[src/rtl/core/ffd_pkg.sv]
`timescale 1ns / 1ps
// ----------------------------------------------------------------------------
// ffd_pkg
// Shared types, constants and helpers of the form field extract/decode block.
// ----------------------------------------------------------------------------

package ffd_pkg;

  localparam int KEY_MAX_BYTES_DEF   = 8;
  localparam int VALUE_MAX_BYTES_DEF = 64;
  localparam int QUEUE_DEPTH         = 2;
  localparam int RUN_MAX             = 3;

  localparam logic [6:0] MAX_VALUE_LENGTH_RST = 7'd10;

  localparam logic [1:0] CFG_KEY_BYTES        = 2'd0;
  localparam logic [1:0] CFG_KEY_LENGTH       = 2'd1;
  localparam logic [1:0] CFG_MAX_VALUE_LENGTH = 2'd2;

  localparam logic [7:0] CH_CR    = 8'h0D;
  localparam logic [7:0] CH_LF    = 8'h0A;
  localparam logic [7:0] CH_AMP   = 8'h26;
  localparam logic [7:0] CH_EQ    = 8'h3D;
  localparam logic [7:0] CH_PLUS  = 8'h2B;
  localparam logic [7:0] CH_PCT   = 8'h25;
  localparam logic [7:0] CH_SPACE = 8'h20;

  typedef enum logic [1:0] {
    PH_KEY   = 2'd0,
    PH_VALUE = 2'd1,
    PH_SKIP  = 2'd2
  } phase_t;

  typedef struct packed {
    logic [7:0] request_byte;
    logic       request_end;
  } req_t;

  typedef struct packed {
    logic [7:0] value_byte;
    logic       byte_valid;
    logic       done_res;
    logic       found;
    logic       last_of_run;
  } res_t;

  // results of one input beat, packed from slot 0
  typedef struct packed {
    logic [1:0]             cnt;
    res_t [RUN_MAX-1:0]     slot;
  } bnd_t;

  // {valid, digit}
  function automatic logic [4:0] hex_digit(input logic [7:0] c);
    logic [4:0] r;
    r = 5'd0;
    if (c >= 8'h30 && c <= 8'h39) begin
      r = {1'b1, 4'(c - 8'h30)};
    end else if (c >= 8'h61 && c <= 8'h66) begin
      r = {1'b1, 4'(c - 8'h57)};
    end else if (c >= 8'h41 && c <= 8'h46) begin
      r = {1'b1, 4'(c - 8'h37)};
    end
    return r;
  endfunction

  function automatic logic [7:0] plus_to_space(input logic [7:0] c);
    return (c == CH_PLUS) ? CH_SPACE : c;
  endfunction

endpackage

[src/rtl/core/ffd_front.sv]
`timescale 1ns / 1ps
// ----------------------------------------------------------------------------
// ffd_front
// Config registers, request parser and percent decoder; packs the results of
// each beat into one bundle.
// ----------------------------------------------------------------------------

module ffd_front import ffd_pkg::*; #(
  parameter int KEY_MAX_BYTES   = KEY_MAX_BYTES_DEF,
  parameter int VALUE_MAX_BYTES = VALUE_MAX_BYTES_DEF
) (
  input  logic        clk,
  input  logic        rst,
  input  logic        push,
  output logic        full,
  input  req_t        req,
  input  logic        wr_en,
  input  logic [1:0]  wr_index,
  input  logic [63:0] wr_data,
  input  logic        q_full,
  output logic        bnd_push,
  output bnd_t        bnd
);

  localparam int KB  = KEY_MAX_BYTES * 8;
  localparam int KIW = (KEY_MAX_BYTES > 1) ? $clog2(KEY_MAX_BYTES) : 1;
  localparam int CW  = $clog2(VALUE_MAX_BYTES);

  typedef struct packed {
    logic       emit;
    logic [7:0] data;
    logic       fnd;
  } evt_t;

  logic [KB-1:0] key_bytes;
  logic [3:0]    key_length;
  logic [6:0]    max_value_length;

  logic [1:0]    sep, sep_next;
  logic          in_body, in_body_next;
  phase_t        phase, phase_next;
  logic [3:0]    kpos, kpos_next;
  logic          kmatch, kmatch_next;
  logic [1:0]    pend, pend_next;
  logic [7:0]    hex1, hex1_next;
  logic [CW-1:0] ecnt, ecnt_next;
  logic          fin, fin_next;

  logic          accept;
  logic [7:0]    b;
  logic [KIW-1:0] kidx;
  logic          key_hit;
  logic [CW-1:0] lim_m1;
  logic [4:0]    d1, d2;
  logic [7:0]    hv;
  evt_t [RUN_MAX-1:0] ev;
  logic [1:0]    ne;
  logic          fin_now;
  logic [CW-1:0] cnt;
  logic [1:0]    nout;

  assign full   = q_full;
  assign accept = push && !q_full;
  assign b      = req.request_byte;

  always_ff @(posedge clk) begin
    if (rst) begin
      key_bytes        <= '0;
      key_length       <= '0;
      max_value_length <= MAX_VALUE_LENGTH_RST;
    end else if (wr_en) begin
      unique case (wr_index)
        CFG_KEY_BYTES:        key_bytes        <= wr_data[KB-1:0];
        CFG_KEY_LENGTH:       key_length       <= wr_data[3:0];
        CFG_MAX_VALUE_LENGTH: max_value_length <= wr_data[6:0];
        default: ;
      endcase
    end
  end

  assign kidx    = kpos[KIW-1:0];
  assign key_hit = (kpos < 4'(KEY_MAX_BYTES)) && (key_bytes[8*kidx +: 8] == b);

  always_comb begin
    if (max_value_length == 7'd0) begin
      lim_m1 = '0;
    end else if (max_value_length > 7'(VALUE_MAX_BYTES)) begin
      lim_m1 = CW'(VALUE_MAX_BYTES - 1);
    end else begin
      lim_m1 = CW'(max_value_length - 7'd1);
    end
  end

  assign d1 = hex_digit(hex1);
  assign d2 = hex_digit(b);
  always_comb begin
    if (d1[4] && d2[4]) begin
      hv = {d1[3:0], d2[3:0]};
    end else if (d1[4]) begin
      hv = {4'd0, d1[3:0]};
    end else begin
      hv = 8'd0;
    end
  end

  always_comb begin
    sep_next     = sep;
    in_body_next = in_body;
    phase_next   = phase;
    kpos_next    = kpos;
    kmatch_next  = kmatch;
    pend_next    = pend;
    hex1_next    = hex1;
    ev           = '0;
    ne           = 2'd0;
    fin_now      = 1'b0;

    if (!fin) begin
      if (!in_body) begin
        if (b == CH_CR) begin
          sep_next = (sep == 2'd2) ? 2'd3 : 2'd1;
        end else if (b == CH_LF) begin
          if (sep == 2'd1) begin
            sep_next = 2'd2;
          end else if (sep == 2'd3) begin
            in_body_next = 1'b1;
            sep_next     = 2'd0;
          end else begin
            sep_next = 2'd0;
          end
        end else begin
          sep_next = 2'd0;
        end
      end else begin
        unique case (phase)
          PH_KEY: begin
            if (b == CH_AMP) begin
              kpos_next   = 4'd0;
              kmatch_next = 1'b1;
            end else if (b == CH_EQ) begin
              phase_next = (kmatch && kpos == key_length) ? PH_VALUE : PH_SKIP;
            end else begin
              if (kpos >= key_length || !key_hit) kmatch_next = 1'b0;
              if (kpos != 4'd15) kpos_next = kpos + 4'd1;
            end
          end
          PH_SKIP: begin
            if (b == CH_AMP) begin
              phase_next  = PH_KEY;
              kpos_next   = 4'd0;
              kmatch_next = 1'b1;
            end
          end
          PH_VALUE: begin
            unique case (pend)
              2'd0: begin
                if (b == CH_AMP) begin
                  ev[ne] = '{emit: 1'b0, data: 8'd0, fnd: 1'b1}; ne = ne + 2'd1;
                  fin_now = 1'b1;
                end else if (b == CH_PCT) begin
                  pend_next = 2'd1;
                end else begin
                  ev[ne] = '{emit: 1'b1, data: plus_to_space(b), fnd: 1'b0}; ne = ne + 2'd1;
                end
              end
              2'd1: begin
                if (b == CH_AMP) begin
                  ev[ne] = '{emit: 1'b1, data: CH_PCT, fnd: 1'b0}; ne = ne + 2'd1;
                  ev[ne] = '{emit: 1'b0, data: 8'd0, fnd: 1'b1}; ne = ne + 2'd1;
                  fin_now = 1'b1;
                end else begin
                  hex1_next = b;
                  pend_next = 2'd2;
                end
              end
              default: begin
                if (b == CH_AMP) begin
                  ev[ne] = '{emit: 1'b1, data: CH_PCT, fnd: 1'b0}; ne = ne + 2'd1;
                  ev[ne] = '{emit: 1'b1, data: plus_to_space(hex1), fnd: 1'b0};
                  ne = ne + 2'd1;
                  ev[ne] = '{emit: 1'b0, data: 8'd0, fnd: 1'b1}; ne = ne + 2'd1;
                  fin_now = 1'b1;
                end else begin
                  ev[ne] = '{emit: 1'b1, data: hv, fnd: 1'b0}; ne = ne + 2'd1;
                  pend_next = 2'd0;
                end
              end
            endcase
          end
          default: ;
        endcase
      end

      if (req.request_end && !fin_now) begin
        if (in_body_next && phase_next == PH_VALUE) begin
          if (pend_next == 2'd1) begin
            ev[ne] = '{emit: 1'b1, data: CH_PCT, fnd: 1'b0}; ne = ne + 2'd1;
          end else if (pend_next == 2'd2) begin
            ev[ne] = '{emit: 1'b1, data: CH_PCT, fnd: 1'b0}; ne = ne + 2'd1;
            ev[ne] = '{emit: 1'b1, data: plus_to_space(hex1_next), fnd: 1'b0};
            ne = ne + 2'd1;
          end
          ev[ne] = '{emit: 1'b0, data: 8'd0, fnd: 1'b1}; ne = ne + 2'd1;
        end else begin
          ev[ne] = '{emit: 1'b0, data: 8'd0, fnd: 1'b0}; ne = ne + 2'd1;
        end
        fin_now = 1'b1;
      end
    end
  end

  // drop bytes past the buffer limit, then pack the survivors
  always_comb begin
    cnt  = ecnt;
    nout = 2'd0;
    bnd  = '0;
    for (int i = 0; i < RUN_MAX; i++) begin
      if (2'(i) < ne) begin
        if (ev[i].emit) begin
          if (cnt < lim_m1) begin
            bnd.slot[nout] = '{value_byte: ev[i].data, byte_valid: 1'b1,
                               done_res: 1'b0, found: 1'b0, last_of_run: 1'b0};
            nout = nout + 2'd1;
            cnt  = cnt + CW'(1);
          end
        end else begin
          bnd.slot[nout] = '{value_byte: 8'd0, byte_valid: 1'b0,
                             done_res: 1'b1, found: ev[i].fnd, last_of_run: 1'b0};
          nout = nout + 2'd1;
        end
      end
    end
    if (nout != 2'd0) bnd.slot[nout - 2'd1].last_of_run = 1'b1;
    bnd.cnt   = nout;
    ecnt_next = cnt;
  end

  assign fin_next = fin | fin_now;
  assign bnd_push = accept && (nout != 2'd0);

  always_ff @(posedge clk) begin
    if (rst) begin
      sep     <= 2'd0;
      in_body <= 1'b0;
      phase   <= PH_KEY;
      kpos    <= 4'd0;
      kmatch  <= 1'b1;
      pend    <= 2'd0;
      hex1    <= 8'd0;
      ecnt    <= '0;
      fin     <= 1'b0;
    end else if (accept) begin
      if (req.request_end) begin
        sep     <= 2'd0;
        in_body <= 1'b0;
        phase   <= PH_KEY;
        kpos    <= 4'd0;
        kmatch  <= 1'b1;
        pend    <= 2'd0;
        hex1    <= 8'd0;
        ecnt    <= '0;
        fin     <= 1'b0;
      end else begin
        sep     <= sep_next;
        in_body <= in_body_next;
        phase   <= phase_next;
        kpos    <= kpos_next;
        kmatch  <= kmatch_next;
        pend    <= pend_next;
        hex1    <= hex1_next;
        ecnt    <= ecnt_next;
        fin     <= fin_next;
      end
    end
  end

  a_push_room: assert property (@(posedge clk) disable iff (rst)
    bnd_push |-> !q_full)
    else $error("bundle pushed into full queue");

  a_end_clears: assert property (@(posedge clk) disable iff (rst)
    (accept && req.request_end) |=>
      (sep == 2'd0 && !in_body && phase == PH_KEY && ecnt == '0 && !fin && pend == 2'd0))
    else $error("request state not cleared after request end");

  a_cnt_limit: assert property (@(posedge clk) disable iff (rst)
    accept |-> (ecnt_next <= lim_m1 || ecnt_next == ecnt))
    else $error("emitted count passed buffer limit");

endmodule

[src/rtl/core/ffd_queue.sv]
`timescale 1ns / 1ps
// ----------------------------------------------------------------------------
// ffd_queue
// Short bundle queue between parser and result serializer.
// ----------------------------------------------------------------------------

module ffd_queue import ffd_pkg::*; (
  input  logic clk,
  input  logic rst,
  input  logic in_push,
  input  bnd_t in_bnd,
  output logic is_full,
  input  logic out_pop,
  output bnd_t out_bnd,
  output logic is_empty
);

  localparam int AW = (QUEUE_DEPTH > 1) ? $clog2(QUEUE_DEPTH) : 1;
  localparam int NW = $clog2(QUEUE_DEPTH + 1);

  bnd_t          mem [QUEUE_DEPTH];
  logic [AW-1:0] wr_ptr, rd_ptr;
  logic [NW-1:0] count;
  logic          do_wr, do_rd;

  assign is_full  = (count == NW'(QUEUE_DEPTH));
  assign is_empty = (count == '0);
  assign do_wr    = in_push && !is_full;
  assign do_rd    = out_pop && !is_empty;
  assign out_bnd  = mem[rd_ptr];

  always_ff @(posedge clk) begin
    if (do_wr) mem[wr_ptr] <= in_bnd;
  end

  always_ff @(posedge clk) begin
    if (rst) begin
      wr_ptr <= '0;
      rd_ptr <= '0;
      count  <= '0;
    end else begin
      if (do_wr) wr_ptr <= (wr_ptr == AW'(QUEUE_DEPTH - 1)) ? '0 : wr_ptr + AW'(1);
      if (do_rd) rd_ptr <= (rd_ptr == AW'(QUEUE_DEPTH - 1)) ? '0 : rd_ptr + AW'(1);
      if (do_wr && !do_rd) begin
        count <= count + NW'(1);
      end else if (do_rd && !do_wr) begin
        count <= count - NW'(1);
      end
    end
  end

  a_no_overflow: assert property (@(posedge clk) disable iff (rst)
    in_push |-> !is_full)
    else $error("queue overflow");

endmodule

[src/rtl/core/ffd_back.sv]
`timescale 1ns / 1ps
// ----------------------------------------------------------------------------
// ffd_back
// Result serializer: holds one bundle and hands out its results one beat at
// a time.
// ----------------------------------------------------------------------------

module ffd_back import ffd_pkg::*; (
  input  logic clk,
  input  logic rst,
  input  logic q_empty,
  input  bnd_t q_bnd,
  output logic q_pop,
  output logic empty,
  input  logic pop,
  output res_t res
);

  bnd_t       bnd;
  logic       busy;
  logic [1:0] idx;
  logic       last_beat;
  logic       load;

  assign last_beat = busy && pop && (idx == bnd.cnt - 2'd1);
  assign load      = !q_empty && (!busy || last_beat);
  assign q_pop     = load;
  assign empty     = !busy;
  assign res       = bnd.slot[idx];

  always_ff @(posedge clk) begin
    if (load) bnd <= q_bnd;
  end

  always_ff @(posedge clk) begin
    if (rst) begin
      busy <= 1'b0;
      idx  <= 2'd0;
    end else if (load) begin
      busy <= 1'b1;
      idx  <= 2'd0;
    end else if (last_beat) begin
      busy <= 1'b0;
      idx  <= 2'd0;
    end else if (busy && pop) begin
      idx <= idx + 2'd1;
    end
  end

  a_res_kind: assert property (@(posedge clk) disable iff (rst)
    !empty |-> (res.byte_valid || res.done_res))
    else $error("result carries neither byte nor done");

  a_done_last: assert property (@(posedge clk) disable iff (rst)
    (!empty && res.done_res) |-> res.last_of_run)
    else $error("done result not last of its run");

endmodule

[src/rtl/core/form_field_extract_decode_top.sv]
`timescale 1ns / 1ps
// ----------------------------------------------------------------------------
// form_field_extract_decode_top
// Finds one key in a URL-encoded form body and streams its decoded value.
// ----------------------------------------------------------------------------
//
//   channel   handshake        payload
//   input     push / full      req.request_byte, req.request_end
//   result    pop / empty      res.value_byte, byte_valid, done_res, found,
//                              last_of_run
//   config    wr_en            wr_index, wr_data
//
// One request byte per cycle while full is low; the parser handles it in the
// accept cycle. A byte makes 0 to 3 results, handed out one per cycle by the
// serializer while pop is high, so sustained input rate falls only when result
// beats outnumber input beats. Synchronous reset; no clearing pass. full
// follows the two-entry queue, and the first result of a beat passes through
// the queue and the serializer's bundle register before it reaches the ports.
// ----------------------------------------------------------------------------

module form_field_extract_decode_top import ffd_pkg::*; #(
  parameter int KEY_MAX_BYTES   = KEY_MAX_BYTES_DEF,
  parameter int VALUE_MAX_BYTES = VALUE_MAX_BYTES_DEF
) (
  input  logic        clk,
  input  logic        rst,
  input  logic        push,
  output logic        full,
  input  req_t        req,
  output logic        empty,
  input  logic        pop,
  output res_t        res,
  input  logic        wr_en,
  input  logic [1:0]  wr_index,
  input  logic [63:0] wr_data
);

  logic bnd_push, q_full, q_empty, q_pop;
  bnd_t f_bnd, q_bnd;

  ffd_front #(
    .KEY_MAX_BYTES   (KEY_MAX_BYTES),
    .VALUE_MAX_BYTES (VALUE_MAX_BYTES)
  ) u_front (
    .clk      (clk),
    .rst      (rst),
    .push     (push),
    .full     (full),
    .req      (req),
    .wr_en    (wr_en),
    .wr_index (wr_index),
    .wr_data  (wr_data),
    .q_full   (q_full),
    .bnd_push (bnd_push),
    .bnd      (f_bnd)
  );

  ffd_queue u_queue (
    .clk      (clk),
    .rst      (rst),
    .in_push  (bnd_push),
    .in_bnd   (f_bnd),
    .is_full  (q_full),
    .out_pop  (q_pop),
    .out_bnd  (q_bnd),
    .is_empty (q_empty)
  );

  ffd_back u_back (
    .clk     (clk),
    .rst     (rst),
    .q_empty (q_empty),
    .q_bnd   (q_bnd),
    .q_pop   (q_pop),
    .empty   (empty),
    .pop     (pop),
    .res     (res)
  );

endmodule
[config.mk]
export PLATFORM = sky130hd
export DESIGN_NAME = form_field_extract_decode_top
export DESIGN_NICKNAME = d
export VERILOG_FILES = /design/src/rtl/core/ffd_pkg.sv /design/src/rtl/core/ffd_front.sv /design/src/rtl/core/ffd_queue.sv /design/src/rtl/core/ffd_back.sv /design/src/rtl/core/form_field_extract_decode_top.sv
export SDC_FILE = /design/constraint.sdc
export NUM_CORES = 1
export LEC_CHECK = 0
export BUFFER_PORTS_ARGS = -buffer_cell sky130_fd_sc_hd__buf_2
export CORE_AREA = 2 2 153 155
export DETAILED_ROUTE_END_ITERATION = 16
export DIE_AREA = 0 0 155 157
export MAX_ROUTING_LAYER = met4
export PLACE_DENSITY = 0.74
export RECOVER_POWER = 25
export REMOVE_ABC_BUFFERS = 1
export SYNTH_ARGS = -nofsm -noshare
export SYNTH_HDL_FRONTEND = slang
export SYNTH_SLANG_ARGS = --single-unit
export TNS_END_PERCENT = 20
[constraint.sdc]
create_clock -name clk -period 11.35 [get_ports clk]
set_input_delay 1.7025 -clock clk [delete_from_list [all_inputs] [get_ports clk]]
set_output_delay 1.7025 -clock clk [all_outputs]
set_load 0.1 [all_outputs]
==> results of run 1 <==
-- synthesized netlist by cell type (all sizes together), types with 7 or more instances --
cell | instances | share of area [%]
nor4 | 9 | 0.46
buf | 11 | 0.72
mux4 | 16 | 2.9
mux2i | 36 | 2.9
nand4 | 10 | 0.51
mux2 | 41 | 3.8
a32oi | 7 | 0.50
a211oi | 10 | 0.65
nor2 | 101 | 3.1
and3 | 10 | 0.51
nand2b | 16 | 0.84
ha | 45 | 4.6
o21ai | 50 | 2.0
nand2 | 213 | 6.6
nand3 | 22 | 1.0
xnor2 | 22 | 1.6
o22ai | 17 | 0.87
nor3 | 21 | 0.95
xor2 | 12 | 0.86
edfxtp | 114 | 28
inv | 40 | 1.2
a22oi | 19 | 1.2
dfxtp | 109 | 18
clkbuf | 64 | 2.0
a21oi | 120 | 4.9
a21o | 15 | 0.92
nor2b | 10 | 0.51
-- flip-flops by register name, summed over array words and instances (netlist names) --
name and count:
u_back.bnd 38, u_back.busy 1, u_back.idx 2, u_front.ecnt 6, u_front.fin 1, u_front.hex1 8
u_front.in_body 1, u_front.key_bytes 64, u_front.key_length 4, u_front.kmatch 1, u_front.kpos 4, u_front.max_value_length 7
u_front.pend 2, u_front.phase 2, u_front.sep 2, u_queue.count 2, u_queue.mem 76, u_queue.rd_ptr 1
u_queue.wr_ptr 1
-- layout by cell type (no fill, tap or decap), types with 17 or more instances in the layout --
master / n
sky130_fd_sc_hd__nand3_1: 21
sky130_fd_sc_hd__nor2_1: 100
sky130_fd_sc_hd__o22ai_1: 17
sky130_fd_sc_hd__clkbuf_16: 23
sky130_fd_sc_hd__a22oi_1: 19
sky130_fd_sc_hd__mux2i_1: 36
sky130_fd_sc_hd__o21ai_0: 47
sky130_fd_sc_hd__edfxtp_1: 114
sky130_fd_sc_hd__inv_1: 40
sky130_fd_sc_hd__buf_2: 90
sky130_fd_sc_hd__dfxtp_1: 109
sky130_fd_sc_hd__mux2_2: 30
sky130_fd_sc_hd__xnor2_1: 22
sky130_fd_sc_hd__nor3_1: 19
sky130_fd_sc_hd__nand2_1: 211
sky130_fd_sc_hd__a21oi_1: 119
sky130_fd_sc_hd__ha_1: 45
-- how the worst min path moves through the flow --
stage                                      from                    end  cells past startpoint
final                     u_front.key_bytes[27]  u_front.key_bytes[27]                      2
after global routing      u_front.key_bytes[11]  u_front.key_bytes[11]                      2
after CTS                 u_front.key_bytes[21]  u_front.key_bytes[21]                      2
after detailed placement  u_front.key_bytes[21]  u_front.key_bytes[21]                      2
after global placement     u_front.key_bytes[8]   u_front.key_bytes[8]                      2
after floorplan           u_front.key_bytes[16]  u_front.key_bytes[16]                      2
-- report_power, final --
part           internal (mW)  leakage, nW  switching (mW)
registers              0.961         1.99          0.0344
logic                  0.140         2.71           0.349
clock network          0.432        0.370           0.313
-- cell families (layout without fill, tap and decap cells) --
logic type	Yosys count	count (layout)	share of synthesized area [%]
xor+xnor	34	34	2.434
flops	223	223	45.83
fa+ha+maj	47	47	4.767
buf+inv	115	185	3.938
compound gates	309	309	16.25
mux	93	93	9.667
simple gates	451	451	17.11
-- routing by layer --
metal / vias up / wire (um) / track usage [%] / share of wire (%)
met5: - / 0 / - / 0
met4: 0 / 851 / 8.069 / 3.0
met3: 65 / 1370 / 3.111 / 4.8
met2: 304 / 13630 / 39.77 / 48
met1: 4509 / 12620 / 31.28 / 44
li1: 4717 / - / - / -
-- worst max-delay path, delay by kind of cell --
kind                       cells  cell delay, ps
and+or+nand+nor               14            3330
AOI/OAI and AO/OA             11            2110
xor gates and xnor gates       1             270
buffers and inverters          4             860
muxes                          2             700
adders and majority gates      4            1060
-- final cells by class --
type                            instances  share of cell area, %
Multi-Input combinational cell        934                  45.47
Tap cell                              285                  2.627
Clock inverter                         11                 0.7465
Inverter                               40                  1.106
Clock buffer                           31                  4.830
Timing Repair Buffer                  103                  3.926
Sequential cell                       223                  41.29
-- stage by stage --
step	setup WS [ps]	total power, mW
final	1434	2.229
after global routing	658.4	2.323
after CTS	1636	2.245
after detailed placement	1048	1.501
after global placement	1332	1.490
after floorplan	1237	1.383
==> run metrics, run 1 <==
status finished with violations; violated checks capacitance limit, slew limit; area of the core 22,500 um2; area of the die about 24,000 um2; global-route wire length before repair 46,730 um; area grow syn2layout 10.99%; number of sinks driven by the clock tree approximately 220; Buffers on Ports 93; number of clock buffers inserted by TritonCTS 23; total setup buffers inserted after CTS 0; Critical R2R Launch u_front.phase[0]; NumNets Final between 1,000 and 1,500; TritonCTS clock tree yes; final non-filler cell area 13,580 um2; antenna violations before repair 0; Crit Reg-Reg Endpoint u_queue.mem[1][11]; post-detailed-route DRC marker count 0; worst min path class reg2reg; Die W ~160 um; CP Launch Type input pin; deepest level of the CTS H-tree 1; Power per Cell Area ~160 nW/um2; reported leakage power approximately 5.1 nW; Congestion Overflow GR 0; type of the setup path with the least slack in2reg; Antenna Nets Post-Route 0; area occupied by multi-input gates 6173 um2; via/cell ratio 5.897; data arrival time of the critical path between 10,000 and 15,000 ps; highest ir drop seen on vdd ~0.00012 V; Worst-path clk slew 60 ps; cell area after technology mapping about 12,000 um2; post-DR wirelength/cell 17.50 um; final-layout fill cell count just under 2,000; clock latency of the later-clocked register in the worst-skew pair approximately 530 ps; most numerous cell on the critical path sky130_fd_sc_hd__a21o_1; maximum clock skew at final layout between 20 and 25 ps; flip-flop and latch count after synthesis approximately 220; Slowest Stage Delay on Critical Path around 540 ps; initial core utilization around 54%; crit path max fanout 38; transition at the pin with the smallest max-transition slack between 2000 and 2500 ps; number of distinct library cells after synthesis just under 90; total negative setup slack 0 ps; cell count after synthesis 1,272; maximum achievable frequency between 100 and 150 MHz; # placed instances around 1,600; Final Max Tran Viols 83; gpl congestion ~0.94; FFs w/ async S/R, synth 0%; std cell rows 55; Primary FF master, synth sky130_fd_sc_hd__edfxtp_1; worst-path cell with the longest stage delay sky130_fd_sc_hd__nor2_1; data required time at the worst endpoint around 12,000 ps; Min Hold Slack around 450 ps; filler-free cell count of the finished design 1,627; R2R Setup Slk ~2600 ps; cells resized by post-CTS repair 0; Min Clock Period, post-route between 9000 and 10,000 ps; HPWL Detailed about 20,000 um; maximum number of pins on one net before global-route repair 72; sequential cell area between 5000 and 6000 um2; drt first pass iters 6; end of the critical path u_queue.mem[1][11]; cts hold-fix bufs 0; I/O Pins 94; number of warnings reported in the yosys synthesis log 0; height of the die around 160 um; proportion of synthesized chip area in sequential cells 45.83%; setup repair after global routing missed its margin no; total via count after detailed routing roughly 9,600; final routed wirelength across all metal layers between 20,000 and 30,000 um; final number of setup-violating endpoints 0; endpoints failing hold 0; vias in the first global route slightly above 9,000; Max Buffers Root-to-Sink 3; sort of element at the end of the critical path register; Clk Tree Root Cell sky130_fd_sc_hd__clkbuf_16; Avg Cell Area, Syn between 9 and 10 um2; period utilization roughly 87%; max-capacitance violation count 2; DRT iter0 DRCs 635; ANT cells 0; count of flip-flops with a built-in enable after synthesis 114; number of cells on the worst reg-to-reg path 33; Relative slew margins -51.32%; total global-route track usage approximately a quarter; beginning of the critical path req[1]; final core utilization 60.33%; instance area after placement around 13,000 um2; fraction of layout instances using a drive strength above 1 approximately 16%
Power figures use the tool's default switching activity.
==> inputs of run 2 (changes only) <==
--- a/config.mk
+++ b/config.mk
@@ -5,7 +5,8 @@
 export SDC_FILE = /design/constraint.sdc
 export NUM_CORES = 1
 export LEC_CHECK = 0
-export BUFFER_PORTS_ARGS = -buffer_cell sky130_fd_sc_hd__buf_2
+export ABC_AREA = 1
+export BUFFER_PORTS_ARGS = -buffer_cell sky130_fd_sc_hd__clkbuf_2
 export CORE_AREA = 2 2 153 155
 export DETAILED_ROUTE_END_ITERATION = 16
 export DIE_AREA = 0 0 155 157
==> run 2 against run 1 <==
  * The run still ends with capacitance limit, slew limit left
  * First-iteration DRC count grew 0.79%
  * Synthesized cell count grew 25%
  * Highest routed layer unchanged
  * Global-route usage grew 2.6 points
  * Non-clock buffer count is the same
  * Clock power is essentially flat
  * Wire length grew 9.9%
  * Sequential power grew 9%
  * Largest cell class unchanged
==> run metrics, run 2 <==
proportion of synthesized chip area in sequential cells 45.33% (-0.49 points); final routed wirelength across all metal layers 31,300 um (+9.9%); HPWL Detailed 22,900 um (+13%); sort of element at the end of the critical path register; post-detailed-route DRC marker count 0 (unchanged); final-layout fill cell count 2,108 (+8.6%); area of the core 22,500 um2 (unchanged); worst-case hold path end point u_front.key_length[0]; std cell rows 55 (unchanged); most numerous cell on the critical path sky130_fd_sc_hd__inv_1; Buffers on Ports 93 (unchanged); max-capacitance violation count 4 (+2); count of flip-flops with a built-in enable after synthesis 114 (unchanged); number of sinks driven by the clock tree 223 (unchanged); Worst-path clk slew 60 ps (about the same); post-DR wirelength/cell 15.98 um (-8.7%); Clk Tree Root Cell sky130_fd_sc_hd__clkbuf_16; cts hold-fix bufs 0 (unchanged); fraction of layout instances using a drive strength above 1 12.19% (-3.6 points); area share of the leading cell type in the synthesized netlist 27.69% (-0.30 points); ranking of synthesized cells by instance count sky130_fd_sc_hd__nand2_1 (329), sky130_fd_sc_hd__nor2_1 (281), sky130_fd_sc_hd__o21ai_0 (173); leading cell type in the layout, fill and taps excluded sky130_fd_sc_hd__nand2_1; height of the die 157 um (unchanged); total via count after detailed routing 10,908 (+14%); filler-free cell count of the finished design 1,958 (+20%); cell count after synthesis 1,587 (+25%); maximum achievable frequency 108.5 MHz (+7.6%); period utilization 81.18% (-6.2 points); initial core utilization 54.95% (+0.59 points); FFs w/ async S/R, synth 0% (unchanged); area of the die 24,340 um2 (unchanged); Max Buffers Root-to-Sink 3 (unchanged); Power per Cell Area 181.9 nW/um2 (+11%); via/cell ratio 5.571 (-5.5%); number of cells on the worst reg-to-reg path 41 (+24%); total negative setup slack 0 ps (unchanged); clock latency of the later-clocked register in the worst-skew pair 530 ps (about the same); setup repair after global routing missed its margin no; vias in the first global route 10,515 (+15%); status finished with violations; endpoints failing hold 0 (unchanged); gpl congestion 0.9848 (+4.2%); reported leakage power 5.886 nW (+16%); Avg Cell Area, Syn 7.791 um2 (-19%); R2R Setup Slk 3230 ps (+620 ps); global-route wire length before repair 51,740 um (+11%); # placed instances 1,914 (+21%); Reg with most FFs u_queue.mem; ANT cells 0 (unchanged); Primary FF master, synth sky130_fd_sc_hd__edfxtp_1; cell area after technology mapping 12,360 um2 (+1.1%); flip-flop and latch count after synthesis 223 (unchanged); worst-path cell with the longest stage delay sky130_fd_sc_hd__inv_1; crit path max fanout 23 (-39%); Die W 155 um (unchanged); Min Clock Period, post-route 9214 ps (-701.7 ps); Min Hold Slack 454.3 ps (+1.736 ps); top library cells by usage in the layout, fill and taps aside sky130_fd_sc_hd__nand2_1 (329), sky130_fd_sc_hd__nor2_1 (281), sky130_fd_sc_hd__o21ai_0 (174); Antenna Nets Post-Route 0 (unchanged); worst min path class reg2reg; Congestion Overflow GR 0 (unchanged); type of the setup path with the least slack in2reg; number of distinct library cells after synthesis 61 (-31%); area leader, netlist sky130_fd_sc_hd__edfxtp_1; Crit Reg-Reg Endpoint u_queue.mem[1][31]; largest registers u_queue.mem x76, u_front.key_bytes x64, u_back.bnd x38; cells resized by post-CTS repair 0 (unchanged); most common cell in the synthesized netlist sky130_fd_sc_hd__nand2_1; Final Max Tran Viols 137 (+65%); number of warnings reported in the yosys synthesis log 0 (unchanged); drt first pass iters 5 (-1); area grow syn2layout 11.30%; I/O Pins 94 (unchanged); final core utilization 61.16% (+0.83 points); DRT iter0 DRCs 640 (+0.79%); Hold Crit Start u_front.key_length[0]; highest ir drop seen on vdd 0.0001443 V (+20%); deepest level of the CTS H-tree 1 (unchanged); Slowest Stage Delay on Critical Path 660 ps (+120 ps); data required time at the worst endpoint 11,570 ps (+60 ps); most area-consuming cells after synthesis sky130_fd_sc_hd__edfxtp_1 (28%), sky130_fd_sc_hd__dfxtp_1 (18%), sky130_fd_sc_hd__nand2_1 (10%); total setup buffers inserted after CTS 0 (unchanged); total global-route track usage 26.79% (+2.6 points); Critical R2R Launch u_front.in_body; number of cells traversed by the worst hold path 2 (unchanged); final number of setup-violating endpoints 0 (unchanged); CP Launch Type input pin; antenna violations before repair 0 (unchanged); NumNets Final 1,780 (+23%); number of clock buffers inserted by TritonCTS 24 (+4.3%); maximum number of pins on one net before global-route repair 84 (+17%); beginning of the critical path req[1]; TritonCTS clock tree yes; transition at the pin with the smallest max-transition slack 3129 ps (+859.5 ps); data arrival time of the critical path 9430 ps (-640 ps); violated checks capacitance limit, slew limit; maximum clock skew at final layout 5.755 ps (-18.32 ps); Relative slew margins -108.6% (-57 points); flip-flop count of the largest register, all copies and words added 76 (unchanged); Final Total Pwr 2.503 mW (+12%)
-- run 2: cell types whose count changed after synthesis, sizes merged, moves of 43 or more --
| cell | delta |
|---|---|
| nand2 | +139 |
| a21oi | -62 |
| nor2 | +190 |
| inv | +103 |
| nand3 | +43 |
| o21ai | +128 |
-- run 2: kinds of logic (layout without fill, tap and decap cells) --
kind of cell | count (synthesis) | after routing | synth area share, %
compound gates | 336 | 336 | 15.70
buf+inv | 207 | 293 | 6.476
flops | 223 | 223 | 45.33
mux | 1 | 1 | 0.09107
xor+xnor | 17 | 17 | 1.356
simple gates | 758 | 758 | 26.49
fa+ha+maj | 45 | 45 | 4.554
-- run 2: worst max path at each step --
stage | endpoint | cells after the start
after floorplan | u_queue.mem[0][0] | 44
after global placement | u_queue.mem[1][31] | 46
after detailed placement | u_queue.mem[1][31] | 46
after CTS | u_queue.mem[1][31] | 46
after global routing | u_queue.mem[1][31] | 46
final | u_queue.mem[1][31] | 46
-- run 2: critical path: cells and delay by family --
family | cells | cell delay [ps]
and+or+nand+nor | 26 | 3290
xor gates and xnor gates | 2 | 410
adders and majority gates | 5 | 1280
buffers and inverters | 11 | 1930
AOI/OAI and AO/OA | 2 | 790
-- run 2: report_power, final --
| group | switching, mW | internal, mW |
|---|---|---|
| Combinational | 0.536 | 0.147 |
| Sequential | 0.0469 | 1.03 |
| Clock | 0.314 | 0.432 |
| Total | 0.896 | 1.61 |
-- run 2: area by class of cell --
cell class              instances  area (um2)  area share, %
inverters                     146       550.5          4.000
clock inverters                11       88.84         0.6455
clock buffers                  33       664.4          4.828
multi-input cells            1157        5968          43.37
well taps                     285       356.6          2.591
repair buffers                103       528.0          3.837
flip-flops and latches        223        5605          40.73
-- run 2: through the flow --
step | setup WS (ps) | area, um2
2_1_floorplan | 1981 | 12110
3_3_place_gp | 1937 | 13030
3_5_place_dp | 1664 | 13030
4_1_cts | 2153 | 13780
5_1_grt | 1427 | 13760
6_report | 2136 | 13760
-- run 2: routing by layer --
layer / GRT usage (%) / share of wire [%] / wire length, um / up-vias
met1: 33.82 / 44 / 13700 / 5041
met3: 2.588 / 4.5 / 1413 / 79
li1: - / - / - / 5482
met2: 45.23 / 48 / 15110 / 306
met5: - / 0 / 0 / -
met4: 9.656 / 3.4 / 1066 / 0
==> inputs of run 3 (changes only) <==
--- a/config.mk
+++ b/config.mk
@@ -11,7 +11,7 @@
 export DETAILED_ROUTE_END_ITERATION = 16
 export DIE_AREA = 0 0 155 157
 export MAX_ROUTING_LAYER = met4
-export PLACE_DENSITY = 0.74
+export PLACE_DENSITY = 0.77
 export RECOVER_POWER = 25
 export REMOVE_ABC_BUFFERS = 1
 export SYNTH_ARGS = -nofsm -noshare
==> constraint.sdc (replaced) <==
create_clock -name clk -period 7.7 [get_ports clk]
set_input_delay 1.155 -clock clk [delete_from_list [all_inputs] [get_ports clk]]
set_output_delay 1.155 -clock clk [all_outputs]
set_load 0.1 [all_outputs]
==> run 3 against run 2 <==
  * The run still ends with capacitance limit, slew limit left
  * Sequential power is 46% higher
  * Largest cell class unchanged
  * Global-route usage is 0.61 points lower
  * Setup slack worse by 1700 ps
  * Wire length is 0.91% lower
  * Largest power group unchanged
==> run metrics, run 3 (synthesis results as in run 2) <==
status finished with violations; violated checks capacitance limit, slew limit; Congestion Overflow GR 0 (unchanged); area grow syn2layout 14.20%; Psw 1.318 mW (+47%); data arrival time of the critical path 7620 ps (-1810 ps); Power per Cell Area 264.2 nW/um2 (+45%); initial core utilization 54.95% (unchanged); number of clock buffers inserted by TritonCTS 24 (unchanged); top library cells by usage in the layout, fill and taps aside sky130_fd_sc_hd__nand2_1 (328), sky130_fd_sc_hd__nor2_1 (278), sky130_fd_sc_hd__o21ai_0 (172); Reg power frac 42.3% (-0.7 points); ANT cells 0 (unchanged); final-layout fill cell count 1,974 (-6.4%); Final Max Tran Viols 40 (-71%); global-route wire length before repair 50,700 um (-2.0%); area of the die 24,340 um2 (unchanged); largest registers u_queue.mem x76, u_front.key_bytes x64, u_back.bnd x38; drt first pass iters 6 (+1); number of cells traversed by the worst hold path 2 (unchanged); reported leakage power 6.076 nW (+3.2%); final number of setup-violating endpoints 0 (unchanged); area of the core 22,500 um2 (unchanged); TritonCTS clock tree yes; Antenna Nets Post-Route 0 (unchanged); type of the setup path with the least slack in2reg; post-detailed-route DRC marker count 0 (unchanged); post-DR wirelength/cell 15.56 um (-2.7%); final routed wirelength across all metal layers 31,010 um (-0.91%); DRT iter0 DRCs 749 (+17%); antenna violations before repair 0 (unchanged); transition at the pin with the smallest max-transition slack 1709 ps (-1420 ps); Max Buffers Root-to-Sink 3 (unchanged); period utilization 93.70%; total global-route track usage 26.19% (-0.61 points); gpl congestion 0.9480 (-3.7%); std cell rows 55 (unchanged); worst min path class reg2reg; max-capacitance violation count 1 (-3); maximum achievable frequency ~140 MHz; number of cells on the worst reg-to-reg path 47 (+15%); HPWL Detailed 22,310 um (-2.6%); endpoints failing hold 0 (unchanged); leading cell type in the layout, fill and taps excluded sky130_fd_sc_hd__nand2_1; crit path max fanout 8 (-65%); flip-flop count of the largest register, all copies and words added 76 (unchanged); NumNets Final 1,815 (+2.0%); highest ir drop seen on vdd 0.0002113 V (+46%); Final Total Pwr 3.730 mW (+49%); Clk Tree Root Cell sky130_fd_sc_hd__clkbuf_16; via/cell ratio 5.526 (-0.80%); number of sinks driven by the clock tree 223 (unchanged); total via count after detailed routing 11,014 (+0.97%); Die W 155 um (unchanged); maximum clock skew at final layout 18.83 ps (+13.08 ps); final non-filler cell area 14,120 um2 (+2.6%); deepest level of the CTS H-tree 1 (unchanged); part of the total power dissipated in the clock network 30.2% (+0.4 points); I/O Pins 94 (unchanged); maximum number of pins on one net before global-route repair 84 (unchanged); CP Launch Type input pin; most numerous cell on the critical path sky130_fd_sc_hd__nand2_1; instance area after placement 13,260 um2 (+1.8%); sort of element at the end of the critical path register; data required time at the worst endpoint 8100 ps (-3470 ps); Min Hold Slack 457.5 ps (+3.210 ps); clock latency of the later-clocked register in the worst-skew pair 530 ps (about the same); Buffers on Ports 93 (unchanged); Relative slew margins -13.95% (+95 points); combinational cell fraction of total power 27.4% (about the same); Slowest Stage Delay on Critical Path 320 ps (-340 ps); vias in the first global route 10,496 (-0.18%); height of the die 157 um (unchanged); Worst-path clk slew 60 ps (about the same); worst-path cell with the longest stage delay sky130_fd_sc_hd__ha_2; Reg with most FFs u_queue.mem; switch share 35.35% (-0.46 points); cell internal pwr 2.411 mW (+50%); Min Clock Period, post-route between 7000 and 8000 ps; fraction of layout instances using a drive strength above 1 14.75% (+2.6 points)
## run 3: cell count changes in the layout (fill, tap and decap cells not counted), sizes merged
cell | previous run | this run
buf | 7 | 42
inv | 142 | 143
clkbuf | 129 | 135
clkinv | 13 | 6
bufinv | 1 | 0
clkinvlp | 1 | 2
## run 3: through the flow
step                      cells  TNS (ps)  setup WS (ps)  util (%)
after floorplan            1526    -52160          -1122         -
after global placement     1942    -29.95         -29.95     58.92
after detailed placement   1942    -811.2         -335.2     58.92
after CTS                  1986         0          192.6     62.40
after global routing       1993    -53.58         -53.58     62.75
final                      1993         0          485.4     62.75
## run 3: metal layers
layer | track usage (%) | wire length (um) | part of all wire (%) | vias to the layer above
li1 | - | - | - | 5543
met1 | 31.79 | 13400 | 43 | 5048
met2 | 44.93 | 14970 | 48 | 352
met3 | 3.166 | 1596 | 5.1 | 71
met4 | 10.01 | 1038 | 3.3 | 0
met5 | - | 0 | 0 | -
## run 3: final cells by class
type | instances | area [um2] | share of cell area, %
Timing Repair Buffer | 138 | 814.5 | 5.769
Clock inverter | 5 | 33.78 | 0.2393
Tap cell | 285 | 356.6 | 2.525
Multi-Input combinational cell | 1157 | 6011 | 42.57
Sequential cell | 223 | 5605 | 39.70
Inverter | 146 | 550.5 | 3.899
Clock buffer | 39 | 748.2 | 5.299
## run 3: power groups by stage
stage,Combinational (mW),Sequential (mW),Clock [mW]
floorplan,0.743,1.61,0
global placement,0.995,1.60,0
detailed placement,1.01,1.60,0
CTS,1.02,1.58,1.14
global route,1.12,1.60,1.19
finish,1.02,1.58,1.13
## run 3: final timing paths
kind | start | end | slack [ps]
min | u_front.key_length[0] | u_front.key_length[0] | 460
max reg2reg | u_front.in_body | u_queue.count[1] | 830
min reg2reg | u_front.key_length[0] | u_front.key_length[0] | 460
max | req[2] | u_queue.count[1] | 490
## run 3: timing repair
item,in CTS,in global routing
hold endpoints to repair,0,0
setup endpoints to repair,0,112
buffers inserted,0,7
hold buffers,0,0
resized for setup,0,13
## run 3: worst max-delay path: cells and delay by family
| kind | cells | cell delay [ps] |
|---|---|---|
| AO/OA/AOI/OAI | 7 | 930 |
| XOR/XNOR | 2 | 380 |
| adder cells (fa/ha/maj) | 5 | 1390 |
| buffers and inverters | 9 | 900 |
| AND/OR/NAND/NOR | 28 | 2850 |
